File: src/hdl/spi_frame_parser_crc8_top_macros.svh
// Assertion macros for the SPI frame parser.
// Included by the RTL files that carry assertions; needs i_clk and i_rst_n in scope.
`ifndef SPI_FRAME_PARSER_CRC8_TOP_MACROS_SVH
`define SPI_FRAME_PARSER_CRC8_TOP_MACROS_SVH
`ifndef SYNTHESIS
`define SFP_ASSERT_IMP(lbl, ante, cons, msg) \
    lbl: assert property (@(posedge i_clk) disable iff (!i_rst_n) (ante) |-> (cons)) \
        else $error(msg);
`define SFP_ASSERT_NXT(lbl, ante, cons, msg) \
    lbl: assert property (@(posedge i_clk) disable iff (!i_rst_n) (ante) |=> (cons)) \
        else $error(msg);
`else
`define SFP_ASSERT_IMP(lbl, ante, cons, msg)
`define SFP_ASSERT_NXT(lbl, ante, cons, msg)
`endif
`endif

File: src/hdl/sfp_pkg.sv
// Shared types, constants and the CRC-8 step for the SPI frame parser.
// No dependencies.
package sfp_pkg;

    localparam int MAX_PAYLOAD = 32;
    localparam int IDX_W       = $clog2(MAX_PAYLOAD);
    localparam int LEN_W       = 6;
    localparam int MEM_DEPTH   = 2 * MAX_PAYLOAD;
    localparam int MEM_AW      = IDX_W + 1;
    localparam int CMDQ_DEPTH  = 2;
    localparam int CFG_IDX_W   = 1;
    localparam int CFG_DATA_W  = 8;

    localparam logic [7:0] CRC_POLY = 8'h07;
    localparam logic [7:0] CRC_INIT = 8'h00;

    typedef enum logic [1:0] {
        ST_PAYLOAD = 2'd0,
        ST_EMPTY   = 2'd1,
        ST_CRC_ERR = 2'd2,
        ST_RAW     = 2'd3
    } t_status;

    typedef enum logic [CFG_IDX_W-1:0] {
        CFG_PREFIX = 1'b0,
        CFG_RAW    = 1'b1
    } t_cfg_idx;

    // one queued request for the drain side
    typedef struct packed {
        t_status          status;
        logic [7:0]       addr;
        logic [LEN_W-1:0] len;
        logic [7:0]       pb;
        logic [7:0]       crc;
        logic             bank;
    } t_cmd;

    typedef struct packed {
        logic              valid;
        logic [MEM_AW-1:0] addr;
        logic [7:0]        data;
    } t_mem_wr;

    typedef struct packed {
        logic valid;
        logic bank;
    } t_bank_rel;

    // CRC-8, MSB first
    function automatic logic [7:0] crc8_update(input logic [7:0] crc, input logic [7:0] b);
        logic [7:0] c;
        c = crc ^ b;
        for (int i = 0; i < 8; i++) begin
            if (c[7]) begin
                c = {c[6:0], 1'b0} ^ CRC_POLY;
            end else begin
                c = {c[6:0], 1'b0};
            end
        end
        return c;
    endfunction

endpackage

File: src/hdl/sfp_front.sv
// Front end: config registers, byte-level deframing, CRC and payload bank control.
// Depends on sfp_pkg and the assertion macro header.
`include "spi_frame_parser_crc8_top_macros.svh"

module sfp_front import sfp_pkg::*; (
    input  logic                  i_clk,
    input  logic                  i_rst_n,
    input  logic                  i_cfg_wen,
    input  logic [CFG_IDX_W-1:0]  i_cfg_idx,
    input  logic [CFG_DATA_W-1:0] i_cfg_wdata,
    input  logic                  i_rx_valid,
    output logic                  o_rx_ready,
    input  logic [7:0]            i_rx_byte,
    output logic                  o_cmd_push,
    output t_cmd                  o_cmd,
    input  logic                  i_q_full,
    output t_mem_wr               o_mem_wr,
    input  t_bank_rel             i_rel
);

    typedef enum logic [4:0] {
        PH_HUNT = 5'b00001,
        PH_ADDR = 5'b00010,
        PH_LEN  = 5'b00100,
        PH_DATA = 5'b01000,
        PH_CRC  = 5'b10000
    } t_phase;

    logic [7:0]       r_prefix;
    logic             r_raw;
    t_phase           r_phase, n_phase;
    logic [7:0]       r_addr, n_addr;
    logic [LEN_W-1:0] r_len, n_len;
    logic [LEN_W-1:0] r_fill, n_fill;
    logic [7:0]       r_crc, n_crc;
    logic             r_wbank, n_wbank;
    logic [1:0]       r_busy, n_busy;
    logic             w_accept;

    // stall on a bank still being drained, or on a full queue when a request is due
    assign o_rx_ready = !(i_q_full && (r_raw || r_phase == PH_CRC))
                     && !(!r_raw && r_phase == PH_DATA && r_busy[r_wbank]);
    assign w_accept   = i_rx_valid && o_rx_ready;

    always_comb begin
        n_phase    = r_phase;
        n_addr     = r_addr;
        n_len      = r_len;
        n_fill     = r_fill;
        n_crc      = r_crc;
        n_wbank    = r_wbank;
        n_busy     = r_busy;
        o_cmd_push = 1'b0;
        o_cmd      = '0;
        o_mem_wr   = '0;

        if (i_rel.valid) begin
            n_busy[i_rel.bank] = 1'b0;
        end

        if (w_accept) begin
            if (r_raw) begin
                o_cmd_push = 1'b1;
                o_cmd.status = ST_RAW;
                o_cmd.pb     = i_rx_byte;
            end else begin
                case (r_phase)
                    PH_ADDR: begin
                        n_addr  = i_rx_byte;
                        n_phase = PH_LEN;
                    end
                    PH_LEN: begin
                        if (i_rx_byte <= 8'(MAX_PAYLOAD)) begin
                            n_len   = i_rx_byte[LEN_W-1:0];
                            n_fill  = '0;
                            n_crc   = CRC_INIT;
                            n_phase = PH_DATA;
                        end else begin
                            n_phase = PH_HUNT;
                        end
                    end
                    PH_DATA: begin
                        // an empty frame still eats one byte here, not stored
                        if (r_fill < r_len) begin
                            o_mem_wr.valid = 1'b1;
                            o_mem_wr.addr  = {r_wbank, r_fill[IDX_W-1:0]};
                            o_mem_wr.data  = i_rx_byte;
                            n_crc          = crc8_update(r_crc, i_rx_byte);
                        end
                        n_fill = r_fill + 1'b1;
                        if (r_len <= n_fill) begin
                            n_phase = PH_CRC;
                        end
                    end
                    PH_CRC: begin
                        o_cmd_push = 1'b1;
                        o_cmd.addr = r_addr;
                        if (r_crc == i_rx_byte) begin
                            if (r_len == '0) begin
                                o_cmd.status = ST_EMPTY;
                            end else begin
                                o_cmd.status     = ST_PAYLOAD;
                                o_cmd.len        = r_len;
                                o_cmd.crc        = r_crc;
                                o_cmd.bank       = r_wbank;
                                n_busy[r_wbank]  = 1'b1;
                                n_wbank          = !r_wbank;
                            end
                        end else begin
                            o_cmd.status = ST_CRC_ERR;
                            o_cmd.len    = r_len;
                            o_cmd.pb     = i_rx_byte;
                            o_cmd.crc    = r_crc;
                        end
                        n_phase = PH_HUNT;
                    end
                    default: begin
                        n_phase = (i_rx_byte == r_prefix) ? PH_ADDR : PH_HUNT;
                    end
                endcase
            end
        end
    end

    always_ff @(posedge i_clk) begin
        if (!i_rst_n) begin
            r_prefix <= '0;
            r_raw    <= 1'b0;
            r_phase  <= PH_HUNT;
            r_addr   <= '0;
            r_len    <= '0;
            r_fill   <= '0;
            r_crc    <= CRC_INIT;
            r_wbank  <= 1'b0;
            r_busy   <= '0;
        end else begin
            if (i_cfg_wen) begin
                case (t_cfg_idx'(i_cfg_idx))
                    CFG_PREFIX: r_prefix <= i_cfg_wdata[7:0];
                    CFG_RAW:    r_raw    <= i_cfg_wdata[0];
                    default:    r_raw    <= r_raw;
                endcase
            end
            r_phase <= n_phase;
            r_addr  <= n_addr;
            r_len   <= n_len;
            r_fill  <= n_fill;
            r_crc   <= n_crc;
            r_wbank <= n_wbank;
            r_busy  <= n_busy;
        end
    end

    `SFP_ASSERT_IMP(a_no_write_busy_bank, o_mem_wr.valid, !r_busy[o_mem_wr.addr[IDX_W]], "payload write into a bank awaiting drain")
    `SFP_ASSERT_IMP(a_no_push_full, o_cmd_push, !i_q_full, "request pushed into full queue")
    `SFP_ASSERT_IMP(a_release_busy, i_rel.valid, r_busy[i_rel.bank], "release of a bank that was not busy")
    `SFP_ASSERT_NXT(a_crc_ends_frame, w_accept && !r_raw && r_phase == PH_CRC, r_phase == PH_HUNT, "frame did not end after crc byte")

endmodule

File: src/hdl/sfp_cmdq.sv
// Short request queue between the parser front end and the drain back end.
// Depends on sfp_pkg.
module sfp_cmdq import sfp_pkg::*; (
    input  logic i_clk,
    input  logic i_rst_n,
    input  logic i_push,
    input  t_cmd i_cmd,
    output logic o_full,
    input  logic i_pop,
    output t_cmd o_cmd,
    output logic o_empty
);

    localparam int PTR_W = $clog2(CMDQ_DEPTH);
    localparam int CNT_W = $clog2(CMDQ_DEPTH + 1);

    t_cmd             r_slot [CMDQ_DEPTH];
    logic [PTR_W-1:0] r_wptr, r_rptr;
    logic [CNT_W-1:0] r_count;

    assign o_full  = (r_count == CNT_W'(CMDQ_DEPTH));
    assign o_empty = (r_count == '0);
    assign o_cmd   = r_slot[r_rptr];

    always_ff @(posedge i_clk) begin
        if (i_push) begin
            r_slot[r_wptr] <= i_cmd;
        end
    end

    always_ff @(posedge i_clk) begin
        if (!i_rst_n) begin
            r_wptr  <= '0;
            r_rptr  <= '0;
            r_count <= '0;
        end else begin
            if (i_push) begin
                r_wptr <= (r_wptr == PTR_W'(CMDQ_DEPTH - 1)) ? '0 : r_wptr + 1'b1;
            end
            if (i_pop) begin
                r_rptr <= (r_rptr == PTR_W'(CMDQ_DEPTH - 1)) ? '0 : r_rptr + 1'b1;
            end
            case ({i_push, i_pop})
                2'b10:   r_count <= r_count + 1'b1;
                2'b01:   r_count <= r_count - 1'b1;
                default: r_count <= r_count;
            endcase
        end
    end

endmodule

File: src/hdl/sfp_back.sv
// Back end: two-bank payload memory, request execution and the result register.
// Depends on sfp_pkg.
module sfp_back import sfp_pkg::*; (
    input  logic             i_clk,
    input  logic             i_rst_n,
    input  t_mem_wr          i_mem_wr,
    input  logic             i_q_empty,
    input  t_cmd             i_q_cmd,
    output logic             o_q_pop,
    output t_bank_rel        o_rel,
    output logic             o_valid,
    input  logic             i_ready,
    output t_status          o_status,
    output logic [7:0]       o_addr,
    output logic [LEN_W-1:0] o_len,
    output logic [IDX_W-1:0] o_idx,
    output logic [7:0]       o_pb,
    output logic [7:0]       o_crc,
    output logic             o_last
);

    typedef enum logic [2:0] {
        BK_IDLE  = 3'b001,
        BK_FETCH = 3'b010,
        BK_SHOW  = 3'b100
    } t_bk_state;

    logic [7:0]       r_mem [MEM_DEPTH];
    t_bk_state        r_state, n_state;
    t_cmd             r_cmd;
    logic [IDX_W-1:0] r_idx;
    logic [7:0]       r_rdata;
    logic             w_payload;
    logic             w_more;

    always_ff @(posedge i_clk) begin
        if (i_mem_wr.valid) begin
            r_mem[i_mem_wr.addr] <= i_mem_wr.data;
        end
        if (r_state == BK_FETCH) begin
            r_rdata <= r_mem[{r_cmd.bank, r_idx}];
        end
    end

    assign w_payload = (r_cmd.status == ST_PAYLOAD);
    assign w_more    = w_payload && ((LEN_W'(r_idx) + 1'b1) != r_cmd.len);

    assign o_q_pop   = (r_state == BK_IDLE) && !i_q_empty;
    assign o_valid   = (r_state == BK_SHOW);
    assign o_status  = r_cmd.status;
    assign o_addr    = r_cmd.addr;
    assign o_len     = r_cmd.len;
    assign o_idx     = w_payload ? r_idx : '0;
    assign o_pb      = w_payload ? r_rdata : r_cmd.pb;
    assign o_crc     = r_cmd.crc;
    assign o_last    = !w_more;

    // bank goes back to the parser once its final byte is taken
    assign o_rel.valid = o_valid && i_ready && w_payload && !w_more;
    assign o_rel.bank  = r_cmd.bank;

    always_comb begin
        n_state = r_state;
        case (r_state)
            BK_IDLE: begin
                if (!i_q_empty) begin
                    n_state = (i_q_cmd.status == ST_PAYLOAD) ? BK_FETCH : BK_SHOW;
                end
            end
            BK_FETCH: n_state = BK_SHOW;
            BK_SHOW: begin
                if (i_ready) begin
                    n_state = w_more ? BK_FETCH : BK_IDLE;
                end
            end
            default: n_state = BK_IDLE;
        endcase
    end

    always_ff @(posedge i_clk) begin
        if (!i_rst_n) begin
            r_state <= BK_IDLE;
            r_cmd   <= '0;
            r_idx   <= '0;
        end else begin
            r_state <= n_state;
            if (o_q_pop) begin
                r_cmd <= i_q_cmd;
                r_idx <= '0;
            end else if (r_state == BK_SHOW && i_ready && w_more) begin
                r_idx <= r_idx + 1'b1;
            end
        end
    end

endmodule

File: src/hdl/spi_frame_parser_crc8_top.sv
// SPI frame parser with CRC-8 check: one SPI byte comes in per request on the slave
// stream. Bytes are deframed as prefix, address, length, payload and CRC (poly 0x07, init 0,
// MSB first). With no stall a byte is taken every cycle. A good frame drains one result
// per payload byte, read in BK_FETCH, then shown in BK_SHOW; status-only and raw results
// go from the queue straight to BK_SHOW. Input stalls only while both payload banks still
// await draining, or on a CRC or raw byte while the two-entry request queue is full.
// Depends on sfp_pkg, sfp_front, sfp_cmdq and sfp_back.
module spi_frame_parser_crc8_top import sfp_pkg::*; (
    input  logic                  i_clk,
    input  logic                  i_rst_n,
    input  logic                  i_cfg_wen,
    input  logic [CFG_IDX_W-1:0]  i_cfg_idx,    // 0 frame_prefix, 1 raw_mode
    input  logic [CFG_DATA_W-1:0] i_cfg_wdata,
    input  logic                  i_s_axis_tvalid,
    output logic                  o_s_axis_tready,
    input  logic [7:0]            i_s_axis_tdata,  // [7:0] rx_byte
    output logic                  o_m_axis_tvalid,
    input  logic                  i_m_axis_tready,
    // [7:0] frame_address, [13:8] frame_length, [18:14] byte_index,
    // [26:19] payload_byte, [34:27] computed_crc, [39:35] zero
    output logic [39:0]           o_m_axis_tdata,
    output logic [1:0]            o_m_axis_tuser,  // [1:0] status
    output logic                  o_m_axis_tlast
);

    logic             w_push, w_full, w_pop, w_empty;
    t_cmd             w_cmd_in, w_cmd_out;
    t_mem_wr          w_mem_wr;
    t_bank_rel        w_rel;
    t_status          w_status;
    logic [7:0]       w_addr, w_pb, w_crc;
    logic [LEN_W-1:0] w_len;
    logic [IDX_W-1:0] w_idx;

    sfp_front u_front (
        .i_clk       (i_clk),
        .i_rst_n     (i_rst_n),
        .i_cfg_wen   (i_cfg_wen),
        .i_cfg_idx   (i_cfg_idx),
        .i_cfg_wdata (i_cfg_wdata),
        .i_rx_valid  (i_s_axis_tvalid),
        .o_rx_ready  (o_s_axis_tready),
        .i_rx_byte   (i_s_axis_tdata),
        .o_cmd_push  (w_push),
        .o_cmd       (w_cmd_in),
        .i_q_full    (w_full),
        .o_mem_wr    (w_mem_wr),
        .i_rel       (w_rel)
    );

    sfp_cmdq u_cmdq (
        .i_clk   (i_clk),
        .i_rst_n (i_rst_n),
        .i_push  (w_push),
        .i_cmd   (w_cmd_in),
        .o_full  (w_full),
        .i_pop   (w_pop),
        .o_cmd   (w_cmd_out),
        .o_empty (w_empty)
    );

    sfp_back u_back (
        .i_clk     (i_clk),
        .i_rst_n   (i_rst_n),
        .i_mem_wr  (w_mem_wr),
        .i_q_empty (w_empty),
        .i_q_cmd   (w_cmd_out),
        .o_q_pop   (w_pop),
        .o_rel     (w_rel),
        .o_valid   (o_m_axis_tvalid),
        .i_ready   (i_m_axis_tready),
        .o_status  (w_status),
        .o_addr    (w_addr),
        .o_len     (w_len),
        .o_idx     (w_idx),
        .o_pb      (w_pb),
        .o_crc     (w_crc),
        .o_last    (o_m_axis_tlast)
    );

    assign o_m_axis_tuser = w_status;
    assign o_m_axis_tdata = {5'b0, w_crc, w_pb, w_idx, w_len, w_addr};

endmodule

File: config.mk
export PLATFORM = sky130hd
export DESIGN_NAME = spi_frame_parser_crc8_top
export DESIGN_NICKNAME = d
export VERILOG_FILES = /design/src/hdl/sfp_pkg.sv /design/src/hdl/sfp_front.sv /design/src/hdl/sfp_cmdq.sv /design/src/hdl/sfp_back.sv /design/src/hdl/spi_frame_parser_crc8_top.sv
export VERILOG_INCLUDE_DIRS = /design/src /design/src/hdl
export SDC_FILE = /design/constraint.sdc
export NUM_CORES = 1
export LEC_CHECK = 0
export ABC_AREA = 1
export BUFFER_PORTS_ARGS = -buffer_cell sky130_fd_sc_hd__buf_2
export CORE_MARGIN = 8
export CORE_UTILIZATION = 35
export CTS_BUF_LIST = sky130_fd_sc_hd__clkbuf_16
export CTS_CLUSTER_SIZE = 30
export DETAILED_ROUTE_END_ITERATION = 16
export HOLD_SLACK_MARGIN = 0.08
export PLACE_DENSITY_LB_ADDON = 0.1
export SYNTH_ARGS = -nofsm -noshare
export SYNTH_HDL_FRONTEND = slang
export SYNTH_SLANG_ARGS = --single-unit
export TNS_END_PERCENT = 20
File: constraint.sdc
create_clock -name i_clk -period 3.39 [get_ports i_clk]
set_input_delay 0.1695 -clock i_clk [delete_from_list [all_inputs] [get_ports i_clk]]
set_output_delay 0.1695 -clock i_clk [all_outputs]
set_load 0.03 [all_outputs]
==> impl_metrics.py, run 1 <==
metrics = {
    "outcome": {
        "outcome": "finished clean",
    },
    "floorplan": {
        "core_area_mm2": 0.0803,
        "io_pins": 67,
        "placementRows": 104,
        "die_height_um": 300,
        "dieArea_mm2": 0.0902,
        "die_w_um": 300,
        "start_util_pct": 35.2,
    },
    "routing": {
        "postRouteAntennaNets": 0,
        "wl_per_cell_um": 21.3,
        "drc": 0,
        "drt_wl_total_um": 81100,
        "dr_total_vias": 19600,
        "first_pass_iters": 5,
        "via_per_inst": 5.15,
        "drt_iter0_markers": 1711,
    },
    "cts": {
        "cts_setup_buffers": 0,
        "cts_sinks": 677,
        "ctsRootBufferMaster": "clkbuf_16",
        "h-tree-depth": 3,
        "cts_resized": 0,
        "clkLatencyLatePin_ns": 0.63,
        "cts_tree": "yes",
        "cts_made_buffers": 76,
        "clock_path_buffers": 3,
        "cts.clk_slew.worst_paths_ns": 0.06,
        "hold_buffers": 29,
    },
    "synth": {
        "seq_area_frac_synth_pct": 68.7,
        "synthFlopType": "edfxtp_1",
        "synth_top_area_cell": "edfxtp_1",
        "ys_warn_count": 0,
        "synth_cell_types": 40,
        "synth_edf_count": 586,
        "synth-seq-cells": 677,
        "synth_top_area_share_pct": 62.2,
        "synth_compound_area_share_pct": 10.7,
        "netlist_instances": 2575,
        "synthMostInstantiatedCell": "edfxtp_1",
        "synthArstFlopShare_pct": 0,
        "syn_area_mm2": 0.0283,
        "syn_area_per_cell_um2": 11.0,
        "synth-xor-area-share_pct": 0.743,
        "synth_common_cells": "edfxtp_1 (586), nor2_1 (492), o21ai_0 (338), nand2_1 (309), nand3_1 (127)",
        "synth_mux_area_share_pct": 0.0708,
        "synthTopCellsByArea": "edfxtp_1 (62%), nor2_1 (6.5%), dfxtp_1 (6.4%)",
        "synth_top_family_by_area": "simple AND/OR/NAND/NOR gates",
        "synth-simple-area-share_pct": 14.6,
        "synthAdderAreaFrac_pct": 0.796,
    },
    "critical_path": {
        "cp_max_fo": 11,
        "reg2reg_from": "u_front.r_fill[1]",
        "cp.arrival_ns": 3.39,
        "worst_r2r_path_depth": 9,
        "critPathKind": "reg -> reg",
        "cp-start-kind": "flop",
        "timing.rr.end": "u_back.r_mem[26][6]",
        "worstPathRequired_ns": 3.64,
        "cp-end-kind": "flop",
        "worst-r2r-setup-slack_ns": 0.25,
    },
    "global_route": {
        "grt-ovfl-total": 0,
        "grt_pass1_vias": 19700,
        "grt_pass1_wl_um": 123000,
        "grt_use_total_pct": 17.6,
        "grt_max_degree": 92,
        "grt_antenna_before_repair": 0,
    },
    "cells_and_area": {
        "final_util_pct": 41.4,
        "diodes": 0,
        "area_growth_pct": 17.7,
        "stdcell_area_mm2": 0.0333,
        "drive_gt1_share_pct": 12.3,
        "finalNetCount": 2729,
    },
    "timing": {
        "rsz0062_at_grt": "false",
        "setup_slack_ns": 0.246,
        "finalCritPeriodShare_pct": 92.7,
        "fmax_ghz": 0.318,
        "hold_viol": 0,
        "tightest_slew_ns": 1.06,
        "slew_violations": 0,
        "relSlewSlack_pct": 28.9,
        "clock-skew-final_ns": 0.0299,
        "setup_viol": 0,
        "post-route-min-period_ns": 3.14,
    },
    "hold_path": {
        "min_path_cells": 5,
        "hp-class": "in -> reg",
        "hold_path_end": "u_front.r_crc[3]",
        "hold_start": "i_s_axis_tvalid",
    },
    "placed_design": {
        "hpwl_um": 49200,
        "detailed_place.area_mm2": 0.0304,
        "io_buffers": 61,
        "pre_cts_slack_ns": 0.248,
        "place.gp.congestion": 0.842,
    },
    "power_and_ir_drop": {
        "power_mw": 20.2,
        "ir_worst_vdd_v": 0.000594,
        "leakage_nw": 13.2,
        "power_density_mw_per_mm2": 608,
    },
    "flow_run": {
        "maxCapViolCount": 0,
    },
}
logic make-up (layout without fill, tap and decap cells):
logic type	Yosys count	in the layout
and+or+nand+nor	985	985
xor gates and xnor gates	24	24
adders and majority gates	18	18
AOI/OAI and AO/OA	575	575
DFF	677	677
muxes	2	2
buffers and inverters	293	467
other	1	5
worst max path at each step:
| stage | startpoint | endpoint | slack, ns | cells after the start |
|---|---|---|---|---|
| after global placement | u_front.r_fill[1] | u_back.r_mem[50][1] | 0.28 | 11 |
| after global routing | u_front.r_fill[1] | u_back.r_mem[26][6] | 0.05 | 9 |
| after floorplan | u_front.r_fill[1] | u_back.r_mem[0][1] | -0.08 | 8 |
| after detailed placement | u_front.r_fill[1] | u_back.r_mem[26][4] | 0.25 | 9 |
| after CTS | u_back.r_idx[0] | o_m_axis_tlast | 0.23 | 11 |
| final | u_front.r_fill[1] | u_back.r_mem[26][6] | 0.25 | 9 |
sequential cells by signal, indices dropped and copies added (netlist names), 5 cells and up, named ones only:
signal and flops:
u_back.r_cmd 8, u_back.r_idx 5, u_front.r_len 6, u_front.r_addr 8
u_front.r_fill 6, u_back.r_rdata 8, u_front.r_phase 5, u_back.o_len 6
u_front.r_crc 8, u_front.r_prefix 8, u_cmdq.r_slot 66, u_back.r_mem 512
u_back.o_addr 8, u_back.o_crc 8
routing by layer:
layer,vias up,track usage (%),wire length [um]
met4,0,4.84,1710
li1,9285,-,-
met3,110,3.02,4450
met1,9713,24.6,37200
met2,515,28.3,37800
met5,-,0,0
final cells by class:
class                   instances  area, um2
clock buffers                  76       1900
clock inverters                66        691
inverters                     114        435
flip-flops and latches        677      19400
repair buffers                211       1770
well taps                    1060       1330
fillers                      7628      47000
multi-input cells            1609       7720
cell usage in the layout (no fill, tap or decap), types with 18 or more instances in the layout:
cell type and count:
edfxtp_1 586, nor2_1 482, o21ai_0 338, nand2_1 309, nand3_1 127, inv_1 112
a21oi_1 111, o22ai_1 104, buf_4 100, dfxtp_1 87, clkbuf_16 76, buf_2 61
dlygate4sd3_1 29, clkinv_1 24, buf_12 21, ha_1 18
critical path, stage by stage (launching register included):
cell and delay, ns:
dfxtp_1 0.52, ha_1 0.29, inv_1 0.05, nor2_1 0.03, o21ai_0 0.26, nand4_2 0.17, nor2_4 0.29, buf_4 0.29
nand4_1 0.25, nor2_1 0.61
through the flow:
stage                     TNS [ns]  hold WS [ns]  instances
after global placement           0         0.397       3642
after detailed placement         0         0.397       3642
after CTS                        0         0.221       3813
final                            0         0.269       3813
after floorplan             -41.49         0.304       2579
after global routing             0         0.263       3813
power by group:
group	total (mW)	switching (mW)	internal [mW]
logic	2.36	1.70	0.655
registers	9.34	0.184	9.16
clock network	8.52	3.41	5.11
(Power assumes the default switching activity.)
==> run 2, diff against run 1 <==
==> constraint.sdc (replaced) <==
create_clock -name i_clk -period 2.55 [get_ports i_clk]
set_input_delay 0.1275 -clock i_clk [delete_from_list [all_inputs] [get_ports i_clk]]
set_output_delay 0.1275 -clock i_clk [all_outputs]
set_load 0.03 [all_outputs]
==> run 2 against run 1 <==
Largest cell class unchanged. Critical path depth rose by 2. Combinational power up 38%. Non-clock buffer count increased by 89. Largest power group unchanged.
==> impl_metrics.py, run 2 (synthesized netlist as in run 1, its figures left out) <==
metrics = {
    "floorplan": {
        "core_area_mm2": 0.0803,
        "io_pins": 67,
        "placementRows": 104,
        "die_height_um": 300,
        "die_w_um": 300,
        "start_util_pct": 35.2,
        "dieArea_mm2": 0.0902,
    },
    "critical_path": {
        "cp_max_fo": 8,
        "worst_r2r_path_depth": 11,
        "cp-end-kind": "flop",
        "worst-r2r-setup-slack_ns": 0.09,
        "critPathKind": "reg -> reg",
        "timing.rr.end": "u_back.r_mem[19][4]",
        "cp.arrival_ns": 2.78,
        "reg2reg_from": "u_front.r_phase[3]",
        "cp-start-kind": "flop",
        "worstPathRequired_ns": 2.87,
    },
    "power_and_ir_drop": {
        "power.switching_mw": 6.90,
        "p_clk_share_pct": 41.0,
        "p_sw_share_pct": 26.1,
        "pwr-share-comb_pct": 12.3,
        "seqPwrFrac_pct": 46.7,
        "power_density_mw_per_mm2": 769,
        "p_int_mw": 19.6,
        "ir_worst_vdd_v": 0.000477,
        "power_mw": 26.5,
        "leakage_nw": 13.8,
    },
    "global_route": {
        "grt-ovfl-total": 0,
        "grt_antenna_before_repair": 1,
        "grt_pass1_vias": 19800,
        "grt_max_degree": 79,
        "grt_pass1_wl_um": 124000,
        "grt_use_total_pct": 18.0,
    },
    "cells_and_area": {
        "largestRegisters": "u_back.r_mem x512, u_cmdq.r_slot x66",
        "top_register": "u_back.r_mem",
        "finalNetCount": 2818,
        "drive_gt1_share_pct": 16.4,
        "fillers": 7547,
        "largest_reg_flops": 512,
        "final_common_cell": "edfxtp_1",
        "area_growth_pct": 21.7,
        "diodes": 0,
        "mostFrequentLayoutCells": "edfxtp_1 (586), nor2_1 (473), o21ai_0 (335)",
    },
    "cts": {
        "cts_made_buffers": 76,
        "cts.clk_slew.worst_paths_ns": 0.06,
        "cts_sinks": 677,
        "cts_tree": "yes",
        "h-tree-depth": 3,
        "clock_path_buffers": 3,
        "ctsRootBufferMaster": "clkbuf_16",
        "clkLatencyLatePin_ns": 0.63,
    },
    "timing": {
        "fmax_ghz": 0.406,
        "tns_ns": 0,
        "hold_viol": 0,
        "post-route-min-period_ns": 2.46,
        "finalCritPeriodShare_pct": 96.5,
        "clock-skew-final_ns": 0.0256,
        "slew_violations": 0,
        "setup_viol": 0,
        "relSlewSlack_pct": 41.0,
        "tightest_slew_ns": 0.886,
        "whs_ns": 0.191,
    },
    "routing": {
        "postRouteAntennaNets": 0,
        "wl_per_cell_um": 21.3,
        "first_pass_iters": 5,
        "drt_iter0_markers": 1674,
        "via_per_inst": 5.08,
        "dr_total_vias": 19800,
        "drc": 0,
        "drt_wl_total_um": 83000,
    },
    "hold_path": {
        "min_path_cells": 5,
        "hold_start": "i_s_axis_tvalid",
        "hold_path_end": "u_front.r_crc[1]",
        "hp-class": "in -> reg",
    },
    "placed_design": {
        "place.gp.congestion": 0.838,
        "io_buffers": 61,
        "hpwl_um": 54200,
    },
    "outcome": {
        "outcome": "finished clean",
    },
    "flow_run": {
        "maxCapViolCount": 0,
    },
}
-- run 2: changes by cell type in the layout (fill, tap and decap cells not counted), moves of 5 or more --
cell,before,now
nor2_2,2,9
nor2_1,482,473
nand2_1,309,303
buf_12,21,45
bufinv_16,13,8
nand2_2,1,6
dfxtp_1,87,81
buf_6,0,10
buf_4,100,152
clkinvlp_4,1,6
dfxtp_2,2,7
-- run 2: how the worst max path moves through the flow --
stage          cells past startpoint          startpoint             endpoint
2_1_floorplan                      9     u_front.r_wbank  u_cmdq.r_slot[0][0]
3_3_place_gp                      12    u_front.r_len[1]  u_back.r_mem[40][5]
3_5_place_dp                      12    u_front.r_len[1]  u_back.r_mem[40][0]
4_1_cts                           12    u_front.r_len[1]  u_back.r_mem[42][7]
5_1_grt                           15   u_front.r_fill[0]   u_front.r_phase[3]
6_report                          11  u_front.r_phase[3]  u_back.r_mem[19][4]
-- run 2: power by group through the flow --
| stage | sequential [mW] | clock (mW) | combinational (mW) |
|---|---|---|---|
| 2_1_floorplan | 12.5 | 0 | 2.34 |
| 3_3_place_gp | 12.6 | 0 | 3.17 |
| 3_5_place_dp | 12.6 | 0 | 3.18 |
| 4_1_cts | 12.4 | 11.1 | 3.27 |
| 5_1_grt | 12.4 | 11.5 | 3.58 |
| 6_report | 12.4 | 10.8 | 3.26 |
-- run 2: timing repair --
| item | in CTS | in global routing |
|---|---|---|
| buffers inserted | 3 | 8 |
| hold endpoints to repair | 34 | 0 |
| endpoints found under the setup margin | 239 | 726 |
| hold buffers | 32 | 0 |
| pin swaps | 1 | 15 |
| resized for setup | 9 | 60 |
-- run 2: cell type report --
cell class	count	area [um2]	share of cell area, %
Inverter	114	447	1.30
Timing Repair Buffer	300	2800	8.15
Clock inverter	59	504	1.47
Tap cell	1060	1330	3.85
Sequential cell	677	19400	56.5
Multi-Input combinational cell	1609	7910	23.0
Clock buffer	79	1980	5.75
-- run 2: per-stage QoR --
step | cell area (um2) | setup slack, ns | instances | util [%]
global route | 34400 | -0.0236 | 3898 | 42.9
floorplan | 28300 | -0.411 | 2579 | -
global placement | 31300 | -0.0722 | 3717 | 38.9
finish | 34400 | 0.0888 | 3898 | 42.9
CTS | 34100 | -0.00225 | 3890 | 42.5
detailed placement | 31300 | -0.0967 | 3717 | 38.9
-- run 2: worst max-delay path, stage by stage (launching register included) --
cell     delay [ns]
dfxtp_1        0.42
nor2_1         0.09
nand3_1        0.13
nand2_1        0.11
nand2_1        0.11
nand3_2        0.17
nor2_4         0.26
buf_4          0.24
nand4_4        0.12
buf_4          0.20
nor2_1         0.11
buf_4          0.18
-- run 2: layer usage --
layer	share of wire, %	GRT usage [%]	vias to the layer above
met5	0	0	-
met3	4.9	2.79	100
met4	2.1	5.26	0
met2	47	29.3	469
li1	-	-	9462
met1	46	24.8	9769
